**src/rtl/cnlbc_pkg.sv**
```systemverilog
package cnlbc_pkg;

	localparam int NUM_BITS   = 63;   // card number width
	localparam int NUM_DIGITS = 19;   // decimal digits of a 63-bit value
	localparam int DIGIT_W    = 4;
	localparam int BIT_CNT_W  = 6;    // counts the NUM_BITS conversion steps
	localparam int DIG_CNT_W  = 5;    // digit position, also digit count 0..19
	localparam int IN_W       = 64;
	localparam int OUT_W      = 16;

	typedef logic [DIGIT_W-1:0]   digit_t;
	typedef logic [DIG_CNT_W-1:0] dig_cnt_t;
	typedef logic [1:0]           class_t;

	localparam class_t CLS_NONE  = 2'd0;
	localparam class_t CLS_34_37 = 2'd1;
	localparam class_t CLS_51_55 = 2'd2;
	localparam class_t CLS_4X    = 2'd3;

	// digit cell controls, priority clr > conv > shift
	typedef struct packed {
		logic clr;
		logic conv;
		logic shift;
	} cell_ctrl_t;

	typedef struct packed {
		logic clr;
		logic step;
	} scan_ctrl_t;

	typedef struct packed {
		digit_t   lead;
		digit_t   second;
		dig_cnt_t count;
		logic     luhn_ok;
	} scan_res_t;

	function automatic class_t classify(digit_t lead, digit_t second, dig_cnt_t count);
		class_t c;
		c = CLS_NONE;
		if (lead == 4'd3 && (second == 4'd4 || second == 4'd7) && count == 5'd15)
			c = CLS_34_37;
		else if (lead == 4'd5 && second >= 4'd1 && second <= 4'd5 && count == 5'd16)
			c = CLS_51_55;
		else if (lead == 4'd4 && (count == 5'd13 || count == 5'd16))
			c = CLS_4X;
		return c;
	endfunction

endpackage

```
**src/rtl/cnlbc_cell.sv**
```systemverilog
module cnlbc_cell (
	input  logic                  clk,
	input  cnlbc_pkg::cell_ctrl_t ctrl,
	input  logic                  bit_in,    // from lower neighbor (conversion)
	input  cnlbc_pkg::digit_t     digit_in,  // from upper neighbor (scan)
	output logic                  bit_out,
	output cnlbc_pkg::digit_t     digit
);
	import cnlbc_pkg::*;

	digit_t digit_q;
	digit_t adj;

	// add-3 correction before the left shift
	assign adj     = (digit_q >= 4'd5) ? digit_q + 4'd3 : digit_q;
	assign bit_out = adj[DIGIT_W-1];
	assign digit   = digit_q;

	always_ff @(posedge clk) begin
		if (ctrl.clr) begin
			digit_q <= '0;
		end else if (ctrl.conv) begin
			digit_q <= {adj[DIGIT_W-2:0], bit_in};
		end else if (ctrl.shift) begin
			digit_q <= digit_in;
		end
	end

endmodule

```
**src/rtl/cnlbc_scan.sv**
```systemverilog
module cnlbc_scan (
	input  logic                  clk,
	input  cnlbc_pkg::scan_ctrl_t ctrl,
	input  cnlbc_pkg::digit_t     digit,  // current least significant digit
	input  cnlbc_pkg::dig_cnt_t   pos,    // its position from the right
	output cnlbc_pkg::scan_res_t  res
);
	import cnlbc_pkg::*;

	digit_t   sum_q;     // Luhn sum mod 10
	digit_t   prev_q;
	digit_t   lead_q;
	digit_t   second_q;
	dig_cnt_t count_q;

	logic [4:0] dbl;
	digit_t     term;
	logic [4:0] acc;

	assign dbl  = {digit, 1'b0};
	assign term = pos[0] ? ((dbl > 5'd9) ? 4'(dbl - 5'd9) : dbl[3:0]) : digit;
	assign acc  = {1'b0, sum_q} + {1'b0, term};

	always_ff @(posedge clk) begin
		if (ctrl.clr) begin
			sum_q    <= '0;
			prev_q   <= '0;
			lead_q   <= '0;
			second_q <= '0;
			count_q  <= '0;
		end else if (ctrl.step) begin
			sum_q  <= (acc >= 5'd10) ? 4'(acc - 5'd10) : acc[3:0];
			prev_q <= digit;
			if (digit != '0) begin
				lead_q   <= digit;
				second_q <= prev_q;
				count_q  <= pos + 5'd1;
			end
		end
	end

	assign res.lead    = lead_q;
	assign res.second  = second_q;
	assign res.count   = count_q;
	assign res.luhn_ok = (sum_q == '0);

endmodule

```
**src/rtl/card_number_luhn_brand_check.sv**
```systemverilog
// Card number check: Luhn mod-10 test plus a prefix/length class.
//
// Input channel (s_*): one item carries card_number, an unsigned 63-bit
// integer in s_tdata[62:0]. Output channel (m_*): one result item per input
// item with card_class, luhn_ok, prefix_class and digit_count.
//
// Sequence: one item at a time. After acceptance the number is shifted MSB
// first into a row of 19 BCD digit cells (shift-and-add-3). The same row
// then shifts one digit per cycle toward cell 0, where the scan unit forms
// the Luhn sum, digit count and leading two digits. The output register is
// then loaded, and a new item is taken the cycle after the result is loaded.
//
// Reset (arst_n low) empties the block: no result pending, s_tready high.
// A stalled receiver holds the result in the output register; a next item
// can still be accepted and converted, and it waits at the end until the
// output register is free.
module card_number_luhn_brand_check (
	input  logic                       clk,
	input  logic                       arst_n,
	input  logic                       s_tvalid,
	output logic                       s_tready,
	input  logic [cnlbc_pkg::IN_W-1:0] s_tdata,  // [62:0] card_number, [63] zero
	output logic                       m_tvalid,
	input  logic                       m_tready,
	output logic [cnlbc_pkg::OUT_W-1:0] m_tdata  // [1:0] card_class, [2] luhn_ok,
	                                             // [4:3] prefix_class,
	                                             // [9:5] digit_count, [15:10] zero
);
	import cnlbc_pkg::*;

	typedef enum logic [3:0] {
		ST_IDLE = 4'b0001,
		ST_CONV = 4'b0010,
		ST_SCAN = 4'b0100,
		ST_DONE = 4'b1000
	} state_t;

	localparam logic [BIT_CNT_W-1:0] BIT_LAST = BIT_CNT_W'(NUM_BITS - 1);
	localparam dig_cnt_t             DIG_LAST = DIG_CNT_W'(NUM_DIGITS - 1);

	state_t                 state_q;
	logic [BIT_CNT_W-1:0]   bit_cnt_q;
	dig_cnt_t               dig_cnt_q;
	logic [NUM_BITS-1:0]    card_q;     // binary operand, shifted out MSB first

	logic                   s_acc;
	logic                   out_free;
	cell_ctrl_t             cell_ctrl;
	scan_ctrl_t             scan_ctrl;
	scan_res_t              scan_res;
	logic [NUM_DIGITS-1:0]  bit_chain;
	digit_t                 digits [NUM_DIGITS];
	class_t                 pclass;

	assign s_tready = (state_q == ST_IDLE);
	assign s_acc    = s_tvalid && s_tready;
	assign out_free = !m_tvalid || m_tready;

	assign cell_ctrl.clr   = s_acc;
	assign cell_ctrl.conv  = (state_q == ST_CONV);
	assign cell_ctrl.shift = (state_q == ST_SCAN);
	assign scan_ctrl.clr   = s_acc;
	assign scan_ctrl.step  = (state_q == ST_SCAN);

	// row of BCD digit cells; cell 0 is the least significant digit
	for (genvar k = 0; k < NUM_DIGITS; k++) begin : g_cell
		logic   bin;
		digit_t din;
		if (k == 0) begin : g_lo
			assign bin = card_q[NUM_BITS-1];
		end else begin : g_mid
			assign bin = bit_chain[k-1];
		end
		if (k == NUM_DIGITS - 1) begin : g_hi
			assign din = '0;
		end else begin : g_up
			assign din = digits[k+1];
		end
		cnlbc_cell u_cell (
			.clk      (clk),
			.ctrl     (cell_ctrl),
			.bit_in   (bin),
			.digit_in (din),
			.bit_out  (bit_chain[k]),
			.digit    (digits[k])
		);
	end

	// Luhn sum, digit count and leading digits from the digit stream
	cnlbc_scan u_scan (
		.clk   (clk),
		.ctrl  (scan_ctrl),
		.digit (digits[0]),
		.pos   (dig_cnt_q),
		.res   (scan_res)
	);

	assign pclass = classify(scan_res.lead, scan_res.second, scan_res.count);

	always_ff @(posedge clk) begin
		if (s_acc) begin
			card_q <= s_tdata[NUM_BITS-1:0];
		end else if (state_q == ST_CONV) begin
			card_q <= {card_q[NUM_BITS-2:0], 1'b0};
		end
	end

	always_ff @(posedge clk or negedge arst_n) begin
		if (!arst_n) begin
			state_q   <= ST_IDLE;
			bit_cnt_q <= '0;
			dig_cnt_q <= '0;
		end else begin
			case (state_q)
				ST_IDLE: begin
					if (s_acc) begin
						state_q   <= ST_CONV;
						bit_cnt_q <= '0;
					end
				end
				ST_CONV: begin
					bit_cnt_q <= bit_cnt_q + 1'b1;
					if (bit_cnt_q == BIT_LAST) begin
						state_q   <= ST_SCAN;
						dig_cnt_q <= '0;
					end
				end
				ST_SCAN: begin
					dig_cnt_q <= dig_cnt_q + 1'b1;
					if (dig_cnt_q == DIG_LAST) begin
						state_q <= ST_DONE;
					end
				end
				ST_DONE: begin
					if (out_free) begin
						state_q <= ST_IDLE;
					end
				end
				default: begin
					state_q <= ST_IDLE;
				end
			endcase
		end
	end

	// output register
	always_ff @(posedge clk or negedge arst_n) begin
		if (!arst_n) begin
			m_tvalid <= 1'b0;
		end else if (state_q == ST_DONE && out_free) begin
			m_tvalid <= 1'b1;
		end else if (m_tready) begin
			m_tvalid <= 1'b0;
		end
	end

	always_ff @(posedge clk) begin
		if (state_q == ST_DONE && out_free) begin
			m_tdata <= {6'b0, scan_res.count, pclass, scan_res.luhn_ok,
				(scan_res.luhn_ok ? pclass : CLS_NONE)};
		end
	end

	// an accepted item always starts a fresh conversion
	a_start: assert property (@(posedge clk) disable iff (!arst_n)
		s_acc |=> (state_q == ST_CONV && bit_cnt_q == '0))
		else $error("conversion did not start after accept");

	// a class is reported only with a passing checksum and equals the prefix class
	a_class: assert property (@(posedge clk) disable iff (!arst_n)
		m_tvalid |-> (m_tdata[1:0] == CLS_NONE ||
			(m_tdata[2] && m_tdata[1:0] == m_tdata[4:3])))
		else $error("card_class inconsistent with luhn_ok/prefix_class");

	// a 63-bit value has at most 19 digits
	a_count: assert property (@(posedge clk) disable iff (!arst_n)
		m_tvalid |-> (m_tdata[9:5] <= 5'd19))
		else $error("digit_count out of range");

	// the scan phase begins only after the last conversion step
	a_seq: assert property (@(posedge clk) disable iff (!arst_n)
		$rose(state_q == ST_SCAN) |-> $past(bit_cnt_q) == BIT_LAST)
		else $error("scan began before conversion finished");

endmodule
```
**config.mk**
```make
export PLATFORM = sky130hd
export DESIGN_NAME = card_number_luhn_brand_check
export DESIGN_NICKNAME = d
export VERILOG_FILES = /design/src/rtl/cnlbc_pkg.sv /design/src/rtl/cnlbc_cell.sv /design/src/rtl/cnlbc_scan.sv /design/src/rtl/card_number_luhn_brand_check.sv
export SDC_FILE = /design/constraint.sdc
export NUM_CORES = 1
export LEC_CHECK = 0
export ABC_AREA = 0
export BUFFER_PORTS_ARGS = -buffer_cell sky130_fd_sc_hd__buf_4
export CORE_UTILIZATION = 40
export DETAILED_ROUTE_END_ITERATION = 16
export HOLD_SLACK_MARGIN = 0.08
export SYNTH_ARGS = -nofsm -noshare
export SYNTH_HDL_FRONTEND = slang
export SYNTH_SLANG_ARGS = --single-unit
export TNS_END_PERCENT = 5
```
**constraint.sdc**
```tcl
create_clock -name clk -period 7.9 [get_ports clk]
set_input_delay 1.185 -clock clk [delete_from_list [all_inputs] [get_ports clk]]
set_output_delay 1.185 -clock clk [all_outputs]
set_load 0.02 [all_outputs]
```
## Yosys cells after proc, flatten, opt, wreduce, memory -nomap -nowiden

Cells that the tools add are included.

- Bits in registers: 186
- Input bits: 68
- Output and inout bits: 18
- Word-level logic and storage cells: 194

- Add/sub/neg operators: 24
- $lt $le $gt $ge: 23
- Equality and inequality tests: 18
- Muxes and demuxes: 76
- Reduce and logical (&&, ||, !) cells: 22

Operators by type and width:

| operator | count |
|---|---|
| $mux 4 | 63 |
| $mux 63 | 2 |
| $ge 4x3->1 const B | 19 |
| $add 4x2->4 const B | 18 |
| $eq 4x3->1 const B | 5 |
| $pmux 4 s4 | 1 |
| $pmux 6 s2 | 1 |
| $eq 5x4->1 const B | 2 |
| $eq 5x5->1 const B | 2 |
| $pmux 5 s2 | 1 |
| $eq 4x2->1 const B | 2 |
| $logic_and 1x1->1 | 8 |
| $reduce_bool 2->1 | 4 |
| $sub 4x4->4 const B | 2 |
| $add 6x1->6 const B | 1 |
| $eq 6x6->1 const B | 1 |
| $mux 2 | 3 |
| $mux 6 | 1 |
| $ne 2x1->1 const B | 3 |
| $reduce_and 2->1 | 3 |
| $add 4x4->5 | 1 |
| $add 5x1->5 const B | 1 |
| $ge 5x4->1 const B | 1 |
| $gt 5x4->1 const B | 1 |
| 14 further kinds | 17 |

## Longest topological paths before layout

Gate-level depths: netlist of run 1.

- Depth after elaboration: 6
- Gate-level depth with buffers: 17
- Depth with buffers taken out: 15

## Cells and area by module

A second synthesis of run 1 with hierarchy kept.

- Cells, all modules: 1052
- Area total of the unflattened synthesis: 10430.0 um^2

By module, submodules not included:

| module | instances | cells each | area each (um^2) | sequential area each (um^2) |
|---|---|---|---|---|
| cnlbc_cell | 19 | 35 | 280.3 | 80.1 |
| card_number_luhn_brand_check | 1 | 250 | 3946.3 | 2593.7 |
| cnlbc_scan | 1 | 137 | 1158.6 | 420.4 |

## Least setup slack after synthesis of run 1

OpenSTA, ideal clock, no wires.

- Kind: register -> register
- Start point: register g_cell[0].u_cell.digit_q[0]
- End point: register u_scan.sum_q[2]
- Setup time: 0.074 ns
- Data arrival time: 3.153 ns
- Required time: 7.826 ns
- Path slack: 4.673 ns
- Stages on the path, launching flop included: 18
- Buffers on the path: 2
- Period minus slack after synthesis: 3.227 ns
- Cells stage by stage: dfxtp_1 clkbuf_1 inv_1 ha_1 clkbuf_1 inv_1 a21oi_1 xnor2_1 nand2_1 a21boi_0 fa_1 xnor2_1 inv_1 ha_1 o31a_1 o211ai_1 or3_1 a31oi_1

- Cells in the longest elaborated chain, start to end: 6
- Elaborated cells on any way between the ends: 8
- Those cells by class: add/sub: 3; order compare: 2; mux: 3

RTL lines:

| element | RTL line | source |
|---|---|---|
| start, declared | cnlbc_cell.sv:11 | `digit_t digit_q;` |
| start signal, assigned | cnlbc_cell.sv:23 | `digit_q <= {adj[DIGIT_W-2:0], bit_in};` |
| start signal, assigned | cnlbc_cell.sv:25 | `digit_q <= digit_in;` |
| $sub 4x4->4 or $gt 5x4->1 (tied branches) | cnlbc_scan.sv:21 | `assign term = pos[0] ? ((dbl > 5'd9) ? 4'(dbl - 5'd9) : dbl[3:0]) : digit;` |
| $mux 4 | cnlbc_scan.sv:21 |  |
| $mux 4 (*) | cnlbc_scan.sv:21 |  |
| $add 4x4->5 (*) | cnlbc_scan.sv:22 | `assign acc = {1'b0, sum_q} + {1'b0, term};` |
| $sub 4x4->4 or $ge 5x4->1 (tied branches) | cnlbc_scan.sv:32 | `sum_q <= (acc >= 5'd10) ? 4'(acc - 5'd10) : acc[3:0];` |
| $mux 4 (*) | cnlbc_scan.sv:32 |  |
| end signal, assigned | cnlbc_scan.sv:32 |  |
| end, declared | cnlbc_scan.sv:10 | `digit_t sum_q;` |

Mark *: on every way between the ends. The rest lies on a longest branch, timed or not.
A chain may end at the register's enable or synchronous reset.

## Worst setup path in the final report of run 1

- Start point: register state_q[0]
- End point: register bit_cnt_q[3]

- Cells in the longest elaborated chain, start to end: 4
- Elaborated cells on any way between the ends: 7
- Those cells by class: eq/ne: 3; mux: 1; reduce/logical: 3

RTL lines:

| element | RTL line | source |
|---|---|---|
| start, declared | card_number_luhn_brand_check.sv:41 | `state_t state_q;` |
| start signal, assigned | card_number_luhn_brand_check.sv:110 | `state_q <= ST_IDLE;` |
| start signal, assigned | card_number_luhn_brand_check.sv:117 | `state_q <= ST_CONV;` |
| start signal, assigned | card_number_luhn_brand_check.sv:124 | `state_q <= ST_SCAN;` |
| $eq 4x1->1 | card_number_luhn_brand_check.sv:55, card_number_luhn_brand_check.sv:114 |  |
| $logic_and 1x1->1 | card_number_luhn_brand_check.sv:56 | `assign s_acc = s_tvalid && s_tready;` |
| $ne 2x1->1 (no line) | - |  |
| $reduce_and 2->1 (no line) | - |  |
| end signal, assigned | card_number_luhn_brand_check.sv:122 | `bit_cnt_q <= bit_cnt_q + 1'b1;` |
| end, declared | card_number_luhn_brand_check.sv:42 | `logic [BIT_CNT_W-1:0] bit_cnt_q;` |

Parallel ways exist; a longest one is shown, timed or not.

==> flow_metrics.py, run 1 <==
metrics = {
    "pwr": {
        "internal_power_mw": 2.479,
        "pwr-share-clk": 0.202,
        "p_comb_frac": 0.376,
        "power.static_leakage_nw": 4.441,
        "irDropWorstVdd_mv": 0.1496,
        "pwr-share-seq": 0.422,
        "p_sw_frac": 0.3925,
        "p_per_area_nw_per_um2": 371.2,
        "p_sw_mw": 1.602,
        "power_mw": 4.081,
    },
    "critical_path": {
        "crit_type": "reg2reg",
        "critical_path.max_fanout": 89,
        "critPathLaunchType": "register",
        "worst_setup_path_end_kind": "register",
        "crit_arrival_ns": 3.78,
        "required_ns": 8.22,
    },
    "placed_design": {
        "gp_congestion": 0.7467,
        "dp_hpwl_mm": 12.64,
        "place_inst": 1417,
        "portBuffers": 78,
    },
    "detailed_routing": {
        "dr_wl_met2_mm": 9.342,
        "wl_met1_mm": 10.52,
        "drt_first_pass_iters": 5,
        "drc": 0,
        "post_drt_wl_per_cell_um": 14.38,
        "vias": 7539,
        "dr.first_iter.drc_count": 505,
        "vias_per_cell": 5.203,
        "ant_nets": 0,
        "wl_mm": 20.83,
        "highest_layer": "met4",
        "met3_length_um": 815,
    },
    "timing": {
        "finalHoldViolCount": 0,
        "fin_hold_ws_ns": 0.4586,
        "drv_slew": 0,
        "period_share": 0.4384,
        "period_needed_ns": 3.463,
        "setup_viol": 0,
        "clock-skew-final_ns": 0.009705,
        "fmax_mhz": 288.8,
        "worst_pin_slew_ns": 1.032,
        "slew_headroom": 0.3123,
        "rsz0062_at_grt": "no",
        "fin_tns_setup_ns": 0,
    },
    "min_path": {
        "hold_class": "reg2reg",
    },
    "floorplanning": {
        "dieHeight_um": 157.6,
        "rows": 56,
        "dieArea_sq_um": 24830,
        "core-area_sq_um": 23610,
        "io_pins": 86,
        "initial_utilization": 0.4100,
        "die_w_um": 157.6,
    },
    "synth": {
        "synth_largest_area_cell": "edfxtp_1",
        "synth.area.mux_share": 0.01964,
        "ys_top_cells_by_area": "edfxtp_1, dfxtp_1, nand2_1",
        "synth-async-reset-ratio": 0.08602,
        "ys_ff_latch": 186,
        "yosys.area_share.adder": 0.06281,
        "synth_top_family_by_area": "simple AND/OR/NAND/NOR gates",
        "synth_edf_count": 73,
        "ys.warnings.count": 0,
        "syn_area_sq_um": 9682,
        "ys_seq_area_frac": 0.4685,
        "synth_top_flop_cell": "dfxtp_1",
        "synth.distinct_cells": 57,
        "synth_simple_gate_area_share": 0.1937,
        "yosys.area_share.xor_xnor": 0.02352,
        "synthCells": 1077,
        "yosysTopAreaCellShare": 0.2264,
        "avgSynthCellArea_sq_um": 8.990,
        "synth_compound_area_frac": 0.1796,
    },
    "clocking": {
        "cts-root-buf": "clkbuf_16",
        "cts_buffers": 17,
        "cts_tree": "built",
        "clock_latency_ns": 0.43,
        "postCtsSetupRepairBufs": 0,
        "clk_pin_slew_ns": 0.07,
        "cts_sinks": 186,
        "htreeDepth": 4,
        "cts_resized": 0,
        "postCtsHoldBufs": 0,
        "max-clock-path-buffers": 2,
    },
    "cells_and_area": {
        "final_cell_mix": "nand2_1, dfxtp_1, a21oi_1, buf_4, edfxtp_1",
        "final_common_cell": "nand2_1",
        "diodes": 0,
        "areaGrowthSynthToFinish_pct": 13.54,
        "final_layout_size_suffix_gt1_frac": 0.1168,
        "fin_cells": 1449,
        "nets": 1233,
    },
    "run": {
        "maxCapViolCount": 0,
    },
    "global_routing": {
        "grt-ovfl-total": 0,
        "antenna_found_initial": 0,
        "grt_pass1_wl_mm": 34.80,
        "grt_usage": 0.1755,
        "grt_max_degree": 90,
        "grt_pass1_vias": 7121,
    },
    "status": {
        "status": "completed",
    },
}
[cells in the mapped netlist, drive strengths merged, types with 2 or more instances]
| cell | n |
|---|---|
| a311oi | 20 |
| edfxtp | 73 |
| nor4b | 2 |
| xnor2 | 22 |
| nand2b | 24 |
| or3 | 2 |
| a21o | 3 |
| o22ai | 12 |
| a21oi | 90 |
| dfxtp | 97 |
| and3 | 2 |
| buf | 39 |
| nor3b | 31 |
| dfrtp | 15 |
| clkbuf | 28 |
| ha | 47 |
| nor3 | 14 |
| nor2b | 4 |
| mux2i | 19 |
| nand4 | 2 |
| o21ai | 45 |
| nor2 | 61 |
| o221ai | 19 |
| a22oi | 3 |
| a32oi | 6 |
| nand3 | 9 |
| a211oi | 57 |
| and2 | 3 |
| a31oi | 2 |
| xor2 | 4 |
| nand2 | 253 |
| or4b | 5 |
| inv | 47 |
| nand4b | 2 |
[per-stage QoR]
stage / cell area (sq um) / utilization / setup WS [ns]
final: 10990 / 0.4656 / 4.437
after detailed placement: 10430 / 0.4419 / 4.403
after CTS: 10990 / 0.4656 / 4.389
after global placement: 10430 / 0.4419 / 4.401
after global routing: 10990 / 0.4656 / 4.034
after floorplan: 9701 / - / 4.673
[cell families after synthesis]
| family | Yosys count |
|---|---|
| AND/OR/NAND/NOR | 417 |
| AO/OA/AOI/OAI | 266 |
| flip-flops | 186 |
| buffers and inverters | 114 |
| adder cells (fa/ha/maj) | 48 |
| XOR/XNOR | 26 |
| multiplexers | 19 |
| other | 1 |
[critical path: stages, from the launching register on]
cell	delay, ns
dfstp_2	0.61
or4b_1	0.50
inv_1	0.17
nand2_4	0.56
nand2_4	1.03
o21ai_0	0.22
a21o_1	0.23
[state kept, by name, summed over array words and instances (netlist names), 5 cells and up]
signal,count
m_tdata,10
dig_cnt_q,5
u_scan.count_q,5
g_cell.u_cell.digit,76
bit_cnt_q,6
card_q,63
[routing by layer]
| metal | track usage | vias up |
|---|---|---|
| li1 | - | 3873 |
| met1 | 0.2411 | 3526 |
| met2 | 0.2849 | 130 |
| met3 | 0.03093 | 10 |
| met4 | 0.04392 | 0 |
| met5 | 0 | - |
[worst paths after layout]
kind                                        from  slack, ns               end  depth (start not counted)
worst max-delay path                  state_q[0]       4.44      bit_cnt_q[3]                          6
worst min-delay path            u_scan.prev_q[3]       0.46  u_scan.prev_q[3]                          2
worst max register to register        state_q[0]       4.44      bit_cnt_q[3]                          6
worst min register to register  u_scan.prev_q[3]       0.46  u_scan.prev_q[3]                          2
max in group asynchronous                 arst_n       7.03        state_q[0]                          1
min in group asynchronous                 arst_n       0.61        state_q[3]                          1
[final cells by class]
class	instances	area (sq um)
clock buffer	17	425.4
clock inverter	15	133.9
fill	2285	12620
inverter	47	176.4
multi-input combinational	782	4700
sequential	186	4536
tap	319	399.1
timing repair buffer	83	623.1
[power groups by stage]
stage          clock [mW]  sequential [mW]  combinational (mW)
2_1_floorplan           0             1.64                1.27
3_3_place_gp            0             1.73                1.52
3_5_place_dp            0             1.74                1.55
4_1_cts             0.844             1.72                1.56
5_1_grt             0.878             1.78                1.79
6_report            0.824             1.72                1.53
Note: power is estimated with default switching activity, not from simulation.
==> inputs of run 2 (changes only) <==
clock period = 3 ns   (was 7.9 ns; I/O delays follow)
==> flow_metrics.py, run 2 (same netlist as run 1, synthesis figures left out) <==
metrics = {
    "status": {
        "status": "completed",
    },
    "detailed_routing": {
        "wl_mm": 21.24,
        "vias_per_cell": 5.247,
        "post_drt_wl_per_cell_um": 14.48,
        "drt_first_pass_iters": 4,
        "dr.first_iter.drc_count": 443,
        "ant_nets": 0,
        "drc": 0,
        "vias": 7697,
    },
    "critical_path": {
        "crit_arrival_ns": 3.14,
        "critical_path.max_fanout": 4,
        "reg2reg_slack_ns": 0.22,
        "worst_setup_path_end_kind": "register",
        "cpMaxStageDelayCell": "fa_2",
        "crit_type": "reg2reg",
        "crit_cells": 14,
        "critPathLaunchType": "register",
        "crit_buf_inv": 3,
        "crit-reg2reg-launch": "g_cell[0].u_cell.digit[0]",
        "required_ns": 3.37,
        "crit_chain": "inv_2, ha_2, inv_1, a21oi_2, xnor2_1, nand2_1, a21boi_4, fa_2, ha_4, o31a_1, buf_4, nor3_2, or3_1, a31oi_1",
        "worstRegToRegCells": 14,
        "crit_family": "adder cells",
        "slowest_delay_ns": 0.59,
        "r2r-end": "u_scan.sum_q[1]",
    },
    "floorplanning": {
        "die_w_um": 157.6,
        "initial_utilization": 0.4100,
        "dieArea_sq_um": 24830,
        "io_pins": 86,
        "rows": 56,
        "dieHeight_um": 157.6,
        "core-area_sq_um": 23610,
    },
    "timing": {
        "slew_headroom": 0.4306,
        "fmax_mhz": 360.3,
        "rsz0062_at_grt": "no",
        "finalHoldViolCount": 0,
        "fin_tns_setup_ns": 0,
        "setup_viol": 0,
        "period_needed_ns": 2.776,
        "clock-skew-final_ns": 0.01821,
        "timing.final.ws_setup_ns": 0.2245,
        "period_share": 0.9252,
        "drv_slew": 0,
        "worst_pin_slew_ns": 0.8463,
    },
    "cells_and_area": {
        "final_layout_size_suffix_gt1_frac": 0.1402,
        "nets": 1251,
        "final_cell_mix": "nand2_1, dfxtp_1, buf_4, a21oi_1, edfxtp_1",
        "final_common_cell": "nand2_1",
        "largest_reg_flops": 76,
        "diodes": 0,
        "areaGrowthSynthToFinish_pct": 16.77,
    },
    "min_path": {
        "hold_class": "in2reg",
        "holdCritStartpoint": "s_tdata[4]",
        "whs_path_depth": 3,
        "min_to": "card_q[4]",
    },
    "global_routing": {
        "antenna_found_initial": 0,
        "grt_pass1_wl_mm": 35.33,
        "grt-ovfl-total": 0,
        "grt_pass1_vias": 7327,
        "grt_max_degree": 69,
        "grt_usage": 0.1777,
    },
    "clocking": {
        "clk_pin_slew_ns": 0.08,
        "cts-root-buf": "clkbuf_16",
        "cts_sinks": 186,
        "htreeDepth": 4,
        "max-clock-path-buffers": 2,
        "clock_latency_ns": 0.44,
        "cts_tree": "built",
        "cts_buffers": 17,
    },
    "placed_design": {
        "portBuffers": 78,
        "dp_hpwl_mm": 13.72,
        "detailedPlace.worstSlack_ns": 0.1256,
        "gp_congestion": 0.7679,
    },
    "run": {
        "maxCapViolCount": 0,
    },
    "pwr": {
        "irDropWorstVdd_mv": 0.3903,
        "p_per_area_nw_per_um2": 988.6,
        "power.static_leakage_nw": 4.584,
    },
}
run 2: metrics by stage:
step	instance area, sq um	cells	utilization	hold slack [ns]	total power, mW
global route	11310	1467	0.4788	0.2611	12.12
finish	11310	1467	0.4788	0.2643	11.18
global placement	10640	1431	0.4504	0.3286	8.753
detailed placement	10640	1431	0.4504	0.3345	8.857
CTS	11240	1464	0.4762	0.2517	11.19
floorplan	9714	1082	-	0.1544	7.686
run 2: worst max-delay path by stage:
| stage | slack, ns | end | start |
|---|---|---|---|
| after floorplan | 0.04 | u_scan.sum_q[2] | g_cell[0].u_cell.digit[0] |
| after global placement | 0.17 | u_scan.sum_q[2] | g_cell[0].u_cell.digit[0] |
| after detailed placement | 0.13 | u_scan.sum_q[2] | g_cell[0].u_cell.digit[0] |
| after CTS | 0.07 | u_scan.sum_q[2] | g_cell[0].u_cell.digit[0] |
| after global routing | 0.0008 | u_scan.sum_q[1] | g_cell[0].u_cell.digit[1] |
| final | 0.22 | u_scan.sum_q[1] | g_cell[0].u_cell.digit[0] |
run 2: per-layer routing:
| metal | vias to the layer above | wire length [um] | GRT usage |
|---|---|---|---|
| met5 | - | 0 | 0 |
| li1 | 3924 | - | - |
| met1 | 3646 | 10610 | 0.2394 |
| met2 | 108 | 9794 | 0.2927 |
| met4 | 0 | 203 | 0.05086 |
| met3 | 19 | 628 | 0.02956 |
run 2: cell type report:
class / count / area, sq um
repair buffers: 101 / 848.3
flip-flops and latches: 186 / 4538
clock buffers: 18 / 429.2
clock inverters: 14 / 170.2
multi-input cells: 782 / 4745
inverters: 47 / 176.4
well taps: 319 / 399.1
fillers: 2272 / 12310
run 2: what timing repair did:
item                       CTS  global route
hold endpoints to repair    15             0
setup buffers                0             3
setup endpoints to repair    0             2
hold buffers                 1             0
gates resized for setup      0            12
run 2: power breakdown:
group | total, mW | leakage [nW] | internal [mW] | switching (mW)
Clock | 2.29 | 0.289 | 1.20 | 1.09
Sequential | 4.47 | 1.72 | 3.78 | 0.688
Combinational | 4.41 | 2.58 | 1.86 | 2.56
run 2: tightest hold or removal path, cell delays in order:
cell and delay, ns:
buf_4 0.07, nand2_1 0.04, nand2_1 0.05
==> inputs of run 3 (changes only) <==
CORE_UTILIZATION = 35   (was 40)
REMOVE_ABC_BUFFERS = 1   (was unset)
==> flow_metrics.py, run 3 (same netlist as run 1, synthesis figures left out) <==
metrics = {
    "floorplanning": {
        "io_pins": 86,
        "die_w_um": 168.3,
        "dieArea_sq_um": 28330,
        "initial_utilization": 0.3582,
        "core-area_sq_um": 27030,
        "rows": 60,
        "dieHeight_um": 168.3,
    },
    "status": {
        "status": "completed",
    },
    "placed_design": {
        "dp_hpwl_mm": 13.40,
        "gp_congestion": 0.7395,
        "place_inst": 1454,
        "portBuffers": 78,
    },
    "global_routing": {
        "antenna_found_initial": 0,
        "grt_usage": 0.1520,
        "grt_max_degree": 89,
        "grt_pass1_wl_mm": 35.38,
        "grt-ovfl-total": 0,
        "grt_pass1_vias": 7410,
    },
    "clocking": {
        "htreeDepth": 4,
        "cts-root-buf": "clkbuf_16",
        "cts_sinks": 186,
        "cts_tree": "built",
        "clk_pin_slew_ns": 0.08,
        "cts_buffers": 17,
        "max-clock-path-buffers": 2,
        "clock_latency_ns": 0.43,
    },
    "run": {
        "maxCapViolCount": 0,
    },
    "detailed_routing": {
        "wl_mm": 21.03,
        "dr_wl_met2_mm": 10.03,
        "ant_nets": 0,
        "dr.first_iter.drc_count": 490,
        "drc": 0,
        "vias": 7641,
        "drt_first_pass_iters": 4,
        "highest_layer": "met4",
        "vias_per_cell": 5.132,
        "post_drt_wl_per_cell_um": 14.13,
        "met3_length_um": 610,
        "wl_met1_mm": 10.23,
    },
    "pwr": {
        "power.static_leakage_nw": 4.580,
        "power_mw": 11.17,
        "p_sw_frac": 0.3883,
        "p_per_area_nw_per_um2": 987.4,
        "irDropWorstVdd_mv": 0.4881,
        "internal_power_mw": 6.831,
        "pwr-share-seq": 0.400,
        "p_sw_mw": 4.336,
        "pwr-share-clk": 0.207,
        "p_comb_frac": 0.393,
    },
    "timing": {
        "worst_pin_slew_ns": 0.9624,
        "setup_viol": 0,
        "finalHoldViolCount": 0,
        "fin_hold_ws_ns": 0.2693,
        "drv_slew": 0,
        "period_share": 0.9583,
        "fin_tns_setup_ns": 0,
        "fmax_mhz": 347.8,
        "clock-skew-final_ns": 0.01155,
        "period_needed_ns": 2.875,
        "slew_headroom": 0.3584,
    },
    "critical_path": {
        "critical_path.max_fanout": 4,
        "required_ns": 3.36,
        "critPathLaunchType": "register",
        "crit_family": "compound AO/OA/AOI/OAI gates",
        "crit_type": "reg2reg",
        "worst_setup_path_end_kind": "register",
        "cpMostUsedCell": "inv_1",
        "cpMaxStageDelayCell": "or3_1",
        "slowest_delay_ns": 0.40,
        "crit_chain": "inv_2, ha_4, inv_1, a21oi_2, xnor2_1, nand2_1, a21boi_2, fa_2, xnor2_2, inv_1, ha_2, o31a_1, o211ai_1, or3_1, a31oi_1",
        "crit_arrival_ns": 3.23,
        "crit_buf_inv": 3,
    },
    "cells_and_area": {
        "areaGrowthSynthToFinish_pct": 16.81,
        "final_layout_size_suffix_gt1_frac": 0.1385,
        "multi_input_area_sq_um": 4733,
        "nets": 1251,
        "final_cell_mix": "nand2_1, dfxtp_1, buf_4, a21oi_1, edfxtp_1",
        "diodes": 0,
        "nFillCells": 2673,
        "regArea_sq_um": 4537,
        "largest_reg_flops": 76,
        "final_common_cell": "nand2_1",
        "fin_cells": 1489,
    },
    "min_path": {
        "hold_class": "in2reg",
    },
}
==> run 3: final timing paths <==
kind | slack [ns] | from | depth (start not counted) | end
setup / recovery | 0.13 | g_cell[0].u_cell.digit[0] | 15 | u_scan.sum_q[2]
min in group asynchronous | 0.41 | arst_n | 2 | bit_cnt_q[2]
setup reg to reg | 0.13 | g_cell[0].u_cell.digit[0] | 15 | u_scan.sum_q[2]
max in group asynchronous | 2.33 | arst_n | 2 | state_q[0]
hold reg to reg | 0.46 | u_scan.prev_q[2] | 2 | u_scan.prev_q[2]
hold / removal | 0.27 | s_tdata[30] | 3 | card_q[30]
==> run 3: power groups by stage <==
stage	clock, mW	sequential [mW]	combinational [mW]
final	2.32	4.47	4.38
after global routing	2.47	4.60	5.04
after CTS	2.37	4.46	4.38
after detailed placement	0	4.51	4.35
after global placement	0	4.50	4.25
after floorplan	0	4.37	3.24
==> run 3: repair_timing <==
item	in CTS	in global routing
gates resized for setup	0	12
setup buffers	0	2
hold buffers	1	0
hold endpoints to repair	15	0
cloned	0	0
endpoints found under the setup margin	2	3
pin swaps	0	6
==> run 3: layout make-up <==
cell class	instances	share of cell area
flip-flops and latches	186	0.4012
clock inverters	14	0.01516
repair buffers	101	0.07390
inverters	47	0.01560
multi-input cells	782	0.4185
well taps	341	0.03773
clock buffers	18	0.03795
==> run 3: per-stage QoR <==
step                        util  area, sq um  setup WS, ns
after floorplan                -         9375        -4.176
after global placement    0.3939        10650        0.1017
final                     0.4185        11310        0.1252
after CTS                 0.4165        11260     -0.006636
after global routing      0.4185        11310      -0.05310
after detailed placement  0.3939        10650       0.04799
==> run 3: worst reg2reg max path: stages (launching register included) <==
cell,delay (ns)
dfxtp_2,0.32
inv_2,0.07
ha_4,0.13
inv_1,0.04
a21oi_2,0.18
xnor2_1,0.15
nand2_1,0.08
a21boi_2,0.17
fa_2,0.36
xnor2_2,0.15
inv_1,0.08
ha_2,0.18
o31a_1,0.17
o211ai_1,0.13
or3_1,0.40
a31oi_1,0.17
==> run 3: routing by layer <==
metal / global-route usage / vias to the layer above
met1: 0.2020 / 3594
met4: 0.03874 / 0
met3: 0.02844 / 14
li1: - / 3925
met2: 0.2535 / 108
met5: 0 / -
